===== config.mk =====
export PLATFORM = sky130hd
export DESIGN_NAME = audio_fade_envelope_unit
export DESIGN_NICKNAME = d
export VERILOG_FILES = /design/src/afe_pkg.sv /design/src/audio_fade_envelope_unit.sv /design/src/afe_front.sv /design/src/afe_div.sv /design/src/afe_scale.sv
export SDC_FILE = /design/constraint.sdc
export NUM_CORES = 2
export LEC_CHECK = 0
export BUFFER_PORTS_ARGS = -buffer_cell sky130_fd_sc_hd__clkbuf_2
export CAP_MARGIN = 20
export CORE_MARGIN = 2
export CORE_UTILIZATION = 45
export DETAILED_ROUTE_END_ITERATION = 8
export HOLD_SLACK_MARGIN = 0.05
export PLACE_DENSITY_LB_ADDON = 0.12
export SYNTH_ARGS = -nofsm -noshare
export SYNTH_HDL_FRONTEND = slang
export SYNTH_SLANG_ARGS = --single-unit

===== constraint.sdc =====
create_clock -name clk -period 10.9 [get_ports clk]
set_input_delay 0.545 -clock clk [delete_from_list [all_inputs] [get_ports clk]]
set_output_delay 0.545 -clock clk [all_outputs]
set_load 0.02 [all_outputs]

===== src/afe_pkg.sv =====
// ----------------------------------------------------------------------------
// Audio fade envelope package
// Widths, register indices, region codes and the structures that travel
// between the pipeline sections of the fade envelope unit.
// ----------------------------------------------------------------------------
package afe_pkg;

	localparam int FRAME_BITS     = 20;
	localparam int GAIN_FRAC_BITS = 16;
	localparam int SAMPLE_W       = 16;
	localparam int POS_W          = 16;
	localparam int LEN_W          = 9;
	localparam int GAIN_W         = GAIN_FRAC_BITS + 1;
	localparam int PROD_W         = LEN_W + POS_W;
	localparam int NUM_W          = PROD_W + 1;
	localparam int APB_AW         = 5;
	localparam int APB_DW         = 32;

	localparam logic [GAIN_W-1:0] GAIN_ONE = {1'b1, {GAIN_FRAC_BITS{1'b0}}};
	localparam logic [GAIN_W-1:0] GAIN_ZERO = '0;

	typedef enum logic [2:0] {
		REGION_OUTSIDE  = 3'd0,
		REGION_MUTED    = 3'd1,
		REGION_FADE_IN  = 3'd2,
		REGION_FADE_OUT = 3'd3,
		REGION_UNITY    = 3'd4
	} region_t;

	typedef enum logic [2:0] {
		REG_SELECT_START = 3'd0,
		REG_SELECT_END   = 3'd1,
		REG_FADE_IN      = 3'd2,
		REG_FADE_OUT     = 3'd3,
		REG_SILENT_HEAD  = 3'd4,
		REG_SILENT_TAIL  = 3'd5
	} reg_idx_t;

	typedef struct packed {
		logic [FRAME_BITS-1:0] select_start;
		logic [FRAME_BITS-1:0] select_end;
		logic [LEN_W-1:0]      fade_in_frames;
		logic [LEN_W-1:0]      fade_out_frames;
		logic [LEN_W-1:0]      silent_head_frames;
		logic [LEN_W-1:0]      silent_tail_frames;
	} afe_cfg_t;

	typedef struct packed {
		logic signed [SAMPLE_W-1:0] sample;
		region_t                    region;
	} afe_tag_t;

	typedef struct packed {
		afe_tag_t         tag;
		logic             sat;
		logic [NUM_W-1:0] num;
		logic [NUM_W-1:0] den;
	} afe_div_in_t;

	typedef struct packed {
		afe_tag_t                  tag;
		logic                      sat;
		logic [GAIN_FRAC_BITS-1:0] quot;
	} afe_div_out_t;

endpackage


===== src/audio_fade_envelope_unit.sv =====
// ----------------------------------------------------------------------------
// Audio fade envelope unit
// Applies a linear fade-in and fade-out envelope over a selected frame range
// of a 16-bit audio sample stream, with silent margins at either end.
// ----------------------------------------------------------------------------
// The unit accepts one item in every clock cycle unless back-pressure from
// the output has filled the pipeline, and delivers one result per item, in
// order. The gain divider resolves one of the 16 gain fraction bits per
// pipeline stage; three front-end stages classify the frame and form the
// gain ratio, and two back-end stages apply the gain.
// Back-pressure is handled stage by stage, so empty stages keep filling
// while the output waits. The registers are written through the APB port and
// should be changed only while no items are in flight.
module audio_fade_envelope_unit (
	input  logic                                 clk,
	input  logic                                 arst_n,
	input  logic                                 psel,
	input  logic                                 penable,
	input  logic                                 pwrite,
	input  logic [afe_pkg::APB_AW-1:0]           paddr,
	input  logic [afe_pkg::APB_DW-1:0]           pwdata,
	output logic [afe_pkg::APB_DW-1:0]           prdata,
	output logic                                 pready,
	input  logic                                 item_valid,
	output logic                                 item_ready,
	input  logic [afe_pkg::FRAME_BITS-1:0]       frame_number,
	input  logic [afe_pkg::POS_W-1:0]            sample_position,
	input  logic [afe_pkg::POS_W-1:0]            samples_per_frame,
	input  logic signed [afe_pkg::SAMPLE_W-1:0]  sample_in,
	output logic                                 result_valid,
	input  logic                                 result_ready,
	output logic signed [afe_pkg::SAMPLE_W-1:0]  sample_out,
	output logic [2:0]                           region
);
	import afe_pkg::*;

	afe_cfg_t     cfg_q;
	reg_idx_t     reg_idx;
	logic         cfg_wr;
	logic         div_in_valid, div_in_ready, div_out_valid, div_out_ready;
	afe_div_in_t  div_in;
	afe_div_out_t div_out;

	assign pready  = 1'b1;
	assign reg_idx = reg_idx_t'(paddr[4:2]);
	assign cfg_wr  = psel && penable && pwrite && pready;

	always_ff @(posedge clk or negedge arst_n) begin
		if (!arst_n) begin
			cfg_q <= '0;
		end else if (cfg_wr) begin
			unique case (reg_idx)
				REG_SELECT_START: cfg_q.select_start       <= pwdata[FRAME_BITS-1:0];
				REG_SELECT_END:   cfg_q.select_end         <= pwdata[FRAME_BITS-1:0];
				REG_FADE_IN:      cfg_q.fade_in_frames     <= pwdata[LEN_W-1:0];
				REG_FADE_OUT:     cfg_q.fade_out_frames    <= pwdata[LEN_W-1:0];
				REG_SILENT_HEAD:  cfg_q.silent_head_frames <= pwdata[LEN_W-1:0];
				REG_SILENT_TAIL:  cfg_q.silent_tail_frames <= pwdata[LEN_W-1:0];
				default: ;
			endcase
		end
	end

	always_comb begin
		unique case (reg_idx)
			REG_SELECT_START: prdata = APB_DW'(cfg_q.select_start);
			REG_SELECT_END:   prdata = APB_DW'(cfg_q.select_end);
			REG_FADE_IN:      prdata = APB_DW'(cfg_q.fade_in_frames);
			REG_FADE_OUT:     prdata = APB_DW'(cfg_q.fade_out_frames);
			REG_SILENT_HEAD:  prdata = APB_DW'(cfg_q.silent_head_frames);
			REG_SILENT_TAIL:  prdata = APB_DW'(cfg_q.silent_tail_frames);
			default:          prdata = '0;
		endcase
	end

	afe_front u_front (
		.clk               (clk),
		.arst_n            (arst_n),
		.cfg               (cfg_q),
		.in_valid          (item_valid),
		.in_ready          (item_ready),
		.frame_number      (frame_number),
		.sample_position   (sample_position),
		.samples_per_frame (samples_per_frame),
		.sample_in         (sample_in),
		.out_valid         (div_in_valid),
		.out_ready         (div_in_ready),
		.out_data          (div_in)
	);

	afe_div u_div (
		.clk       (clk),
		.arst_n    (arst_n),
		.in_valid  (div_in_valid),
		.in_ready  (div_in_ready),
		.in_data   (div_in),
		.out_valid (div_out_valid),
		.out_ready (div_out_ready),
		.out_data  (div_out)
	);

	afe_scale u_scale (
		.clk        (clk),
		.arst_n     (arst_n),
		.in_valid   (div_out_valid),
		.in_ready   (div_out_ready),
		.in_data    (div_out),
		.out_valid  (result_valid),
		.out_ready  (result_ready),
		.sample_out (sample_out),
		.region     (region)
	);

endmodule


===== src/afe_front.sv =====
// ----------------------------------------------------------------------------
// Audio fade envelope front end
// Classifies each item by frame, then forms the numerator and denominator
// of the gain ratio over three pipeline stages.
// ----------------------------------------------------------------------------
module afe_front (
	input  logic                                  clk,
	input  logic                                  arst_n,
	input  afe_pkg::afe_cfg_t                     cfg,
	input  logic                                  in_valid,
	output logic                                  in_ready,
	input  logic [afe_pkg::FRAME_BITS-1:0]        frame_number,
	input  logic [afe_pkg::POS_W-1:0]             sample_position,
	input  logic [afe_pkg::POS_W-1:0]             samples_per_frame,
	input  logic signed [afe_pkg::SAMPLE_W-1:0]   sample_in,
	output logic                                  out_valid,
	input  logic                                  out_ready,
	output afe_pkg::afe_div_in_t                  out_data
);
	import afe_pkg::*;

	localparam int CMP_W = FRAME_BITS + 2;

	logic                     n_zero;
	logic [POS_W-1:0]         n_c, pos_c;
	logic signed [CMP_W-1:0]  frame_x, st_x, en_x, fade_st, fade_ed, d_in, d_out;
	logic                     outside, muted, in_fade, out_fade;
	region_t                  region_c;
	logic [LEN_W-1:0]         k_c, f_c;

	logic                     valid_s1, valid_s2, valid_s3;
	logic                     rdy_s1, rdy_s2, rdy_s3;
	afe_tag_t                 tag_s1, tag_s2, tag_s3;
	logic [LEN_W-1:0]         k_s1, f_s1;
	logic [POS_W-1:0]         n_s1, pos_s1;
	logic [PROD_W-1:0]        kn_c, fn_c;
	logic [NUM_W-1:0]         used_s2, den_s2;
	logic [NUM_W-1:0]         num_c, num_s3, den_s3;
	logic                     sat_c, sat_s3;

	assign n_zero = (samples_per_frame == '0);
	assign n_c    = n_zero ? POS_W'(1) : samples_per_frame;
	assign pos_c  = n_zero ? '0 : sample_position;

	assign frame_x = signed'(CMP_W'(frame_number));
	assign st_x    = signed'(CMP_W'(cfg.select_start));
	assign en_x    = signed'(CMP_W'(cfg.select_end));
	assign fade_st = st_x + signed'(CMP_W'(cfg.silent_head_frames));
	assign fade_ed = en_x - signed'(CMP_W'(cfg.silent_tail_frames));
	assign d_in    = frame_x - fade_st;
	assign d_out   = fade_ed - frame_x;

	assign outside  = (frame_x < st_x) || (en_x < frame_x);
	assign muted    = (frame_x < fade_st) || (fade_ed < frame_x);
	assign in_fade  = d_in < signed'(CMP_W'(cfg.fade_in_frames));
	assign out_fade = d_out < signed'(CMP_W'(cfg.fade_out_frames));

	always_comb begin
		region_c = REGION_UNITY;
		k_c      = '0;
		f_c      = cfg.fade_out_frames;
		if (outside) begin
			region_c = REGION_OUTSIDE;
		end else if (muted) begin
			region_c = REGION_MUTED;
		end else if (in_fade) begin
			region_c = REGION_FADE_IN;
			k_c      = d_in[LEN_W-1:0];
			f_c      = cfg.fade_in_frames;
		end else if (out_fade) begin
			region_c = REGION_FADE_OUT;
			k_c      = cfg.fade_out_frames - d_out[LEN_W-1:0] - LEN_W'(1);
		end
	end

	assign rdy_s3   = !valid_s3 || out_ready;
	assign rdy_s2   = !valid_s2 || rdy_s3;
	assign rdy_s1   = !valid_s1 || rdy_s2;
	assign in_ready = rdy_s1;

	always_ff @(posedge clk or negedge arst_n) begin
		if (!arst_n) begin
			valid_s1 <= 1'b0;
			valid_s2 <= 1'b0;
			valid_s3 <= 1'b0;
		end else begin
			if (rdy_s1) valid_s1 <= in_valid;
			if (rdy_s2) valid_s2 <= valid_s1;
			if (rdy_s3) valid_s3 <= valid_s2;
		end
	end

	assign kn_c = k_s1 * n_s1;
	assign fn_c = f_s1 * n_s1;

	always_comb begin
		num_c = '0;
		sat_c = 1'b0;
		if (tag_s2.region == REGION_FADE_IN) begin
			num_c = used_s2;
			sat_c = (used_s2 >= den_s2);
		end else if (tag_s2.region == REGION_FADE_OUT) begin
			num_c = (used_s2 >= den_s2) ? '0 : den_s2 - used_s2;
			sat_c = (used_s2 == '0);
		end
	end

	always_ff @(posedge clk) begin
		if (rdy_s1 && in_valid) begin
			tag_s1.sample <= sample_in;
			tag_s1.region <= region_c;
			k_s1          <= k_c;
			f_s1          <= f_c;
			n_s1          <= n_c;
			pos_s1        <= pos_c;
		end
		if (rdy_s2 && valid_s1) begin
			tag_s2  <= tag_s1;
			used_s2 <= NUM_W'(kn_c) + NUM_W'(pos_s1);
			den_s2  <= NUM_W'(fn_c);
		end
		if (rdy_s3 && valid_s2) begin
			tag_s3 <= tag_s2;
			num_s3 <= num_c;
			den_s3 <= den_s2;
			sat_s3 <= sat_c;
		end
	end

	assign out_valid    = valid_s3;
	assign out_data.tag = tag_s3;
	assign out_data.sat = sat_s3;
	assign out_data.num = num_s3;
	assign out_data.den = den_s3;

endmodule


===== src/afe_div.sv =====
// ----------------------------------------------------------------------------
// Audio fade envelope gain divider
// Restoring divider that produces one quotient bit per pipeline stage.
// ----------------------------------------------------------------------------
module afe_div (
	input  logic                   clk,
	input  logic                   arst_n,
	input  logic                   in_valid,
	output logic                   in_ready,
	input  afe_pkg::afe_div_in_t   in_data,
	output logic                   out_valid,
	input  logic                   out_ready,
	output afe_pkg::afe_div_out_t  out_data
);
	import afe_pkg::*;

	localparam int STAGES = GAIN_FRAC_BITS;

	logic                      valid_s [STAGES];
	logic                      rdy     [STAGES];
	afe_tag_t                  tag_s   [STAGES];
	logic                      sat_s   [STAGES];
	logic [NUM_W-1:0]          rem_s   [STAGES];
	logic [NUM_W-1:0]          den_s   [STAGES];
	logic [GAIN_FRAC_BITS-1:0] quot_s  [STAGES];

	for (genvar i = 0; i < STAGES; i++) begin : g_stage
		logic                      valid_p, rdy_n, sat_p, ge;
		afe_tag_t                  tag_p;
		logic [NUM_W-1:0]          rem_p, den_p;
		logic [GAIN_FRAC_BITS-1:0] quot_p;
		logic [NUM_W:0]            r2;

		if (i == 0) begin : g_first
			assign valid_p = in_valid;
			assign tag_p   = in_data.tag;
			assign sat_p   = in_data.sat;
			assign rem_p   = in_data.num;
			assign den_p   = in_data.den;
			assign quot_p  = '0;
		end else begin : g_next
			assign valid_p = valid_s[i-1];
			assign tag_p   = tag_s[i-1];
			assign sat_p   = sat_s[i-1];
			assign rem_p   = rem_s[i-1];
			assign den_p   = den_s[i-1];
			assign quot_p  = quot_s[i-1];
		end

		if (i == STAGES - 1) begin : g_last
			assign rdy_n = out_ready;
		end else begin : g_mid
			assign rdy_n = rdy[i+1];
		end

		assign rdy[i] = !valid_s[i] || rdy_n;
		assign r2     = {rem_p, 1'b0};
		assign ge     = (r2 >= {1'b0, den_p});

		always_ff @(posedge clk or negedge arst_n) begin
			if (!arst_n) begin
				valid_s[i] <= 1'b0;
			end else if (rdy[i]) begin
				valid_s[i] <= valid_p;
			end
		end

		always_ff @(posedge clk) begin
			if (rdy[i] && valid_p) begin
				tag_s[i]  <= tag_p;
				sat_s[i]  <= sat_p;
				den_s[i]  <= den_p;
				rem_s[i]  <= ge ? NUM_W'(r2 - {1'b0, den_p}) : r2[NUM_W-1:0];
				quot_s[i] <= {quot_p[GAIN_FRAC_BITS-2:0], ge};
			end
		end
	end

	assign in_ready      = rdy[0];
	assign out_valid     = valid_s[STAGES-1];
	assign out_data.tag  = tag_s[STAGES-1];
	assign out_data.sat  = sat_s[STAGES-1];
	assign out_data.quot = quot_s[STAGES-1];

	a_num_below_den: assert property (@(posedge clk) disable iff (!arst_n)
		in_valid && in_ready && !in_data.sat &&
		(in_data.tag.region == REGION_FADE_IN || in_data.tag.region == REGION_FADE_OUT)
		|-> in_data.num < in_data.den)
		else $error("Unsaturated fade item enters the divider with num not below den.");

	a_rem_below_den: assert property (@(posedge clk) disable iff (!arst_n)
		valid_s[STAGES-1] && !sat_s[STAGES-1] &&
		(tag_s[STAGES-1].region == REGION_FADE_IN ||
		 tag_s[STAGES-1].region == REGION_FADE_OUT)
		|-> rem_s[STAGES-1] < den_s[STAGES-1])
		else $error("Divider remainder is not below the divisor.");

endmodule


===== src/afe_scale.sv =====
// ----------------------------------------------------------------------------
// Audio fade envelope scaler
// Selects the gain for each item's region, multiplies the sample magnitude
// and restores the sign in the output register.
// ----------------------------------------------------------------------------
module afe_scale (
	input  logic                                 clk,
	input  logic                                 arst_n,
	input  logic                                 in_valid,
	output logic                                 in_ready,
	input  afe_pkg::afe_div_out_t                in_data,
	output logic                                 out_valid,
	input  logic                                 out_ready,
	output logic signed [afe_pkg::SAMPLE_W-1:0]  sample_out,
	output logic [2:0]                           region
);
	import afe_pkg::*;

	logic [GAIN_W-1:0]          gain_c;
	logic                       neg_c;
	logic [SAMPLE_W-1:0]        mag_c;
	logic [SAMPLE_W+GAIN_W-1:0] prod_c;
	logic [SAMPLE_W-1:0]        res_c, scaled_c;

	logic                       valid_s1, valid_s2, rdy_s1, rdy_s2;
	afe_tag_t                   tag_s1, tag_s2;
	logic                       neg_s1;
	logic [SAMPLE_W+GAIN_W-1:0] prod_s1;
	logic [SAMPLE_W-1:0]        out_s2;

	always_comb begin
		case (in_data.tag.region) inside
			REGION_MUTED: gain_c = GAIN_ZERO;
			REGION_FADE_IN, REGION_FADE_OUT:
				gain_c = in_data.sat ? GAIN_ONE : {1'b0, in_data.quot};
			default: gain_c = GAIN_ONE;
		endcase
	end

	assign neg_c    = in_data.tag.sample[SAMPLE_W-1];
	assign mag_c    = neg_c ? SAMPLE_W'(-in_data.tag.sample) : in_data.tag.sample;
	assign prod_c   = mag_c * gain_c;
	assign res_c    = prod_s1[GAIN_FRAC_BITS +: SAMPLE_W];
	assign scaled_c = neg_s1 ? SAMPLE_W'(-res_c) : res_c;

	assign rdy_s2   = !valid_s2 || out_ready;
	assign rdy_s1   = !valid_s1 || rdy_s2;
	assign in_ready = rdy_s1;

	always_ff @(posedge clk or negedge arst_n) begin
		if (!arst_n) begin
			valid_s1 <= 1'b0;
			valid_s2 <= 1'b0;
		end else begin
			if (rdy_s1) valid_s1 <= in_valid;
			if (rdy_s2) valid_s2 <= valid_s1;
		end
	end

	always_ff @(posedge clk) begin
		if (rdy_s1 && in_valid) begin
			tag_s1  <= in_data.tag;
			neg_s1  <= neg_c;
			prod_s1 <= prod_c;
		end
		if (rdy_s2 && valid_s1) begin
			tag_s2 <= tag_s1;
			out_s2 <= scaled_c;
		end
	end

	assign out_valid  = valid_s2;
	assign sample_out = out_s2;
	assign region     = tag_s2.region;

	a_muted_zero: assert property (@(posedge clk) disable iff (!arst_n)
		valid_s2 && tag_s2.region == REGION_MUTED |-> out_s2 == '0)
		else $error("Muted item leaves with a nonzero sample.");

	a_pass_unchanged: assert property (@(posedge clk) disable iff (!arst_n)
		valid_s2 && (tag_s2.region == REGION_OUTSIDE || tag_s2.region == REGION_UNITY)
		|-> out_s2 == tag_s2.sample)
		else $error("Unity or unselected item leaves altered.");

	a_fade_sign: assert property (@(posedge clk) disable iff (!arst_n)
		valid_s2 && out_s2 != '0 &&
		(tag_s2.region == REGION_FADE_IN || tag_s2.region == REGION_FADE_OUT)
		|-> out_s2[SAMPLE_W-1] == tag_s2.sample[SAMPLE_W-1])
		else $error("Faded item changes sign.");

endmodule


==> impl_metrics.toml <==
[synth]
synth_enable_flop_cells = 1470
ys_seq_area_share_pct = 48.2
synthFlopType = "edfxtp_1"
yosys_register_bits = 1567
synth_top_cell_by_area = "edfxtp_1"
yosysTopAreaCellShare_pct = 45.7
async_flop_share_pct = 6.19
netlist-cell-type-count = 85
syn_area_um2 = 96600
syn_area_per_cell_um2 = 11.4
synth_area_leaders = "edfxtp_1, ha_1, fa_1, inv_1, xnor2_1"
ys_warn_count = 0
syn-instance-count = 8464

[placement]
place_inst = 11300
hpwl_um = 170000
io_buffers = 138
place_congestion = 0.925

[route]
dr.first_iter.drc_count = 3626
ant_nets = 0
first_pass_iters = 5
avgRoutedWirePerCell_um = 19.0
vias_per_cell = 5.30
routed_wirelength_um = 222000
vias = 62000
drcViolationCount = 0

[global_routing]
track_usage_pct = 20.5
antenna_found_initial = 3
grt_max_degree = 76
grt_overflow = 0
grt_pass1_wl_um = 353000
grt_pass1_vias = 63800

[cts]
cts_buffers = 174
cts_tree = "built"
cts.path.max_buffers = 3
cts-root-buf = "clkbuf_16"
cts_setup_buffers = 0
cts_htree_levels = 4
insertion_delay_ps = 830
cts_sinks = 1567
clk_pin_slew_worst_paths_ps = 60

[floorplanning]
start_util_pct = 45.1
num_rows = 170
dieArea_um2 = 218000
die_w_um = 467
core_area_um2 = 214000
pin_count = 166
dieHeight_um = 467

[power]
max-vdd-ir-drop_mv = 0.191
p_sw_mw = 12.6
power.density_nw_per_um2 = 297
clock_power_share_pct = 18.0
pwr-share-seq_pct = 31.3
combPwrFrac_pct = 50.7
power_leakage_nw = 45.3
internal_power_mw = 19.2
p_sw_share_pct = 39.6

[critical_path]
critPathArrivalTime_ps = 9780
end_kind = "flop"
worst_path_most_repeated_cell = "fa_1"
critPathRequiredTime_ps = 11460
crit_buf_inv = 4
crit_family = "adder cells"
crit_fanout = 14
worstSetupPathType = "flop to flop"
startpoint_type = "flop"
slowest_stage = "edfxtp_1"
slowest_delay_ps = 650

[min_path]
hold_path_class = "input pin to flop"

[finish]
final_cells = 11700
drive_above_1_share_pct = 8.03
final_nets = 10000
syn2layout_area_growth_pct = 10.8

[sta]
timing.final.crit_share_pct = 84.6
rsz0062_at_grt = "no"
setup_violations = 0
slew_viol_final = 0
tightest_slew_ps = 1240
fin_crit_ps = 9220
hold_violations = 0
finalSetupTns_ps = 0
relSlewSlack_pct = 16.4
skew_ps = 51.4
max_freq_mhz = 108

[run_status]
status = "completed"

[run]
cap_violations = 0
metal layers:
| metal | vias up | part of all wire (%) | track usage [%] | wire [um] |
|---|---|---|---|---|
| met2 | 1106 | 50 | 36.2 | 111000 |
| met3 | 346 | 4.0 | 2.93 | 8800 |
| met5 | - | 0.0063 | 0 | 14 |
| met4 | 2 | 3.0 | 6.76 | 6640 |
| li1 | 30100 | - | - | - |
| met1 | 30400 | 43 | 25.9 | 95000 |
final timing paths:
path / slack (ps) / to / cells past startpoint / startpoint
min: 190 / u_front.n_s1[0] / 2 / samples_per_frame[0]
min in group asynchronous: 240 / cfg_q[10] / 2 / arst_n
max in group asynchronous: 9360 / u_div.g_stage[4].valid_p / 3 / arst_n
max reg2reg: 1680 / u_scale.prod_s1[31] / 30 / u_div.tag_s[1][136]
min reg2reg: 370 / u_div.quot_s[1][110] / 0 / u_div.quot_s[1][93]
max: 1680 / u_scale.prod_s1[31] / 30 / u_div.tag_s[1][136]
layout make-up:
cell class,instances,area [um2]
multi-input combinational,5615,45300
clock buffer,217,4620
sequential,1567,46600
clock inverter,97,930
inverter,1081,4060
fill,19000,107000
timing repair buffer,273,1930
antenna,4,10.0
tap,2838,3550
stage by stage:
stage               setup WS [ps]  hold slack [ps]  util [%]  power (mW)  area, um2
floorplan                    2870              249         -        22.0      96600
global placement             1810              400      47.0        25.9     101000
detailed placement           1700              405      47.0        26.1     101000
CTS                          1680             94.0      50.0        32.1     107000
global route                 1210              148      50.0        34.5     107000
finish                       1680              189      50.0        31.8     107000
state kept, by name (all words and copies together) (netlist names), 3 cells and up:
register,cells
u_div.sat_s,16
u_div.den_s,375
u_front.num_s3,26
u_div.rem_s,390
u_div.tag_s,304
u_scale.region,3
u_front.tag_s1,19
u_scale.tag_s1,3
u_front.tag_s2,19
u_front.pos_s1,16
u_div.quot_s,136
u_front.k_s1,9
u_front.den_s3,25
u_scale.prod_s1,16
u_scale.sample_out,16
u_front.n_s1,16
u_front.out_data,19
u_front.f_s1,9
cfg_q,76
u_div.g_stage.valid_p,15
u_front.used_s2,26
u_front.den_s2,25
synthesized netlist by cell type (all sizes together), types with 40 or more instances:
library cell / count
a21o: 235
a21oi: 488
a31oi: 40
and2: 181
clkbuf: 175
dfrtp: 97
edfxtp: 1470
fa: 438
ha: 752
inv: 1081
mux2: 203
mux2i: 49
nand2: 718
nand2b: 88
nand3: 95
nand4: 89
nor2: 512
nor2b: 90
nor3: 119
o21a: 86
o21ai: 366
o21bai: 61
or3: 45
xnor2: 320
xor2: 159
layout by cell type (no fill, tap or decap), types with 20 or more instances in the layout:
cell	instances
nand2_1	718
nor4_1	32
nand4_1	89
a21boi_0	33
and3_1	30
edfxtp_1	1470
o31ai_1	32
nor2_1	510
or3_1	45
mux2_1	20
clkinv_1	29
nor3_1	117
a21o_1	235
a31oi_1	39
o21bai_1	61
a211oi_1	32
dlygate4sd3_1	70
xor2_1	159
nand2b_1	88
or2_2	25
clkbuf_16	178
a22o_1	23
a21oi_1	488
buf_4	63
clkbuf_1	37
mux2_2	183
xnor2_1	318
nor2b_1	83
inv_1	1081
mux2i_1	48
nand3_1	95
fa_1	438
dfrtp_1	97
o21a_1	85
and2_1	171
ha_1	752
o21ai_0	345
clkinv_2	24
clkbuf_2	137
kinds of logic after synthesis:
logic type               count (synthesis)  share of synthesized area, %
buffers and inverters                 1293                          5.09
flip-flops                            1567                          48.2
AND/OR/NAND/NOR                       2083                          10.2
multiplexers                           253                          2.90
other                                    2                       0.00778
AO/OA/AOI/OAI                         1597                          10.5
XOR/XNOR                               479                          4.34
adder cells (fa/ha/maj)               1190                          18.8
timing repair:
item	CTS	global route
hold buffers	70	0
endpoints found under the hold margin	163	0
resized for setup	0	0
power groups by stage:
stage,Sequential (mW),Clock (mW),Combinational [mW]
floorplan,9.65,0,12.3
global placement,10.1,0,15.8
detailed placement,10.1,0,16.1
CTS,9.97,5.89,16.2
global route,10.1,6.11,18.3
finish,9.96,5.71,16.1
(Power assumes the default switching activity.)
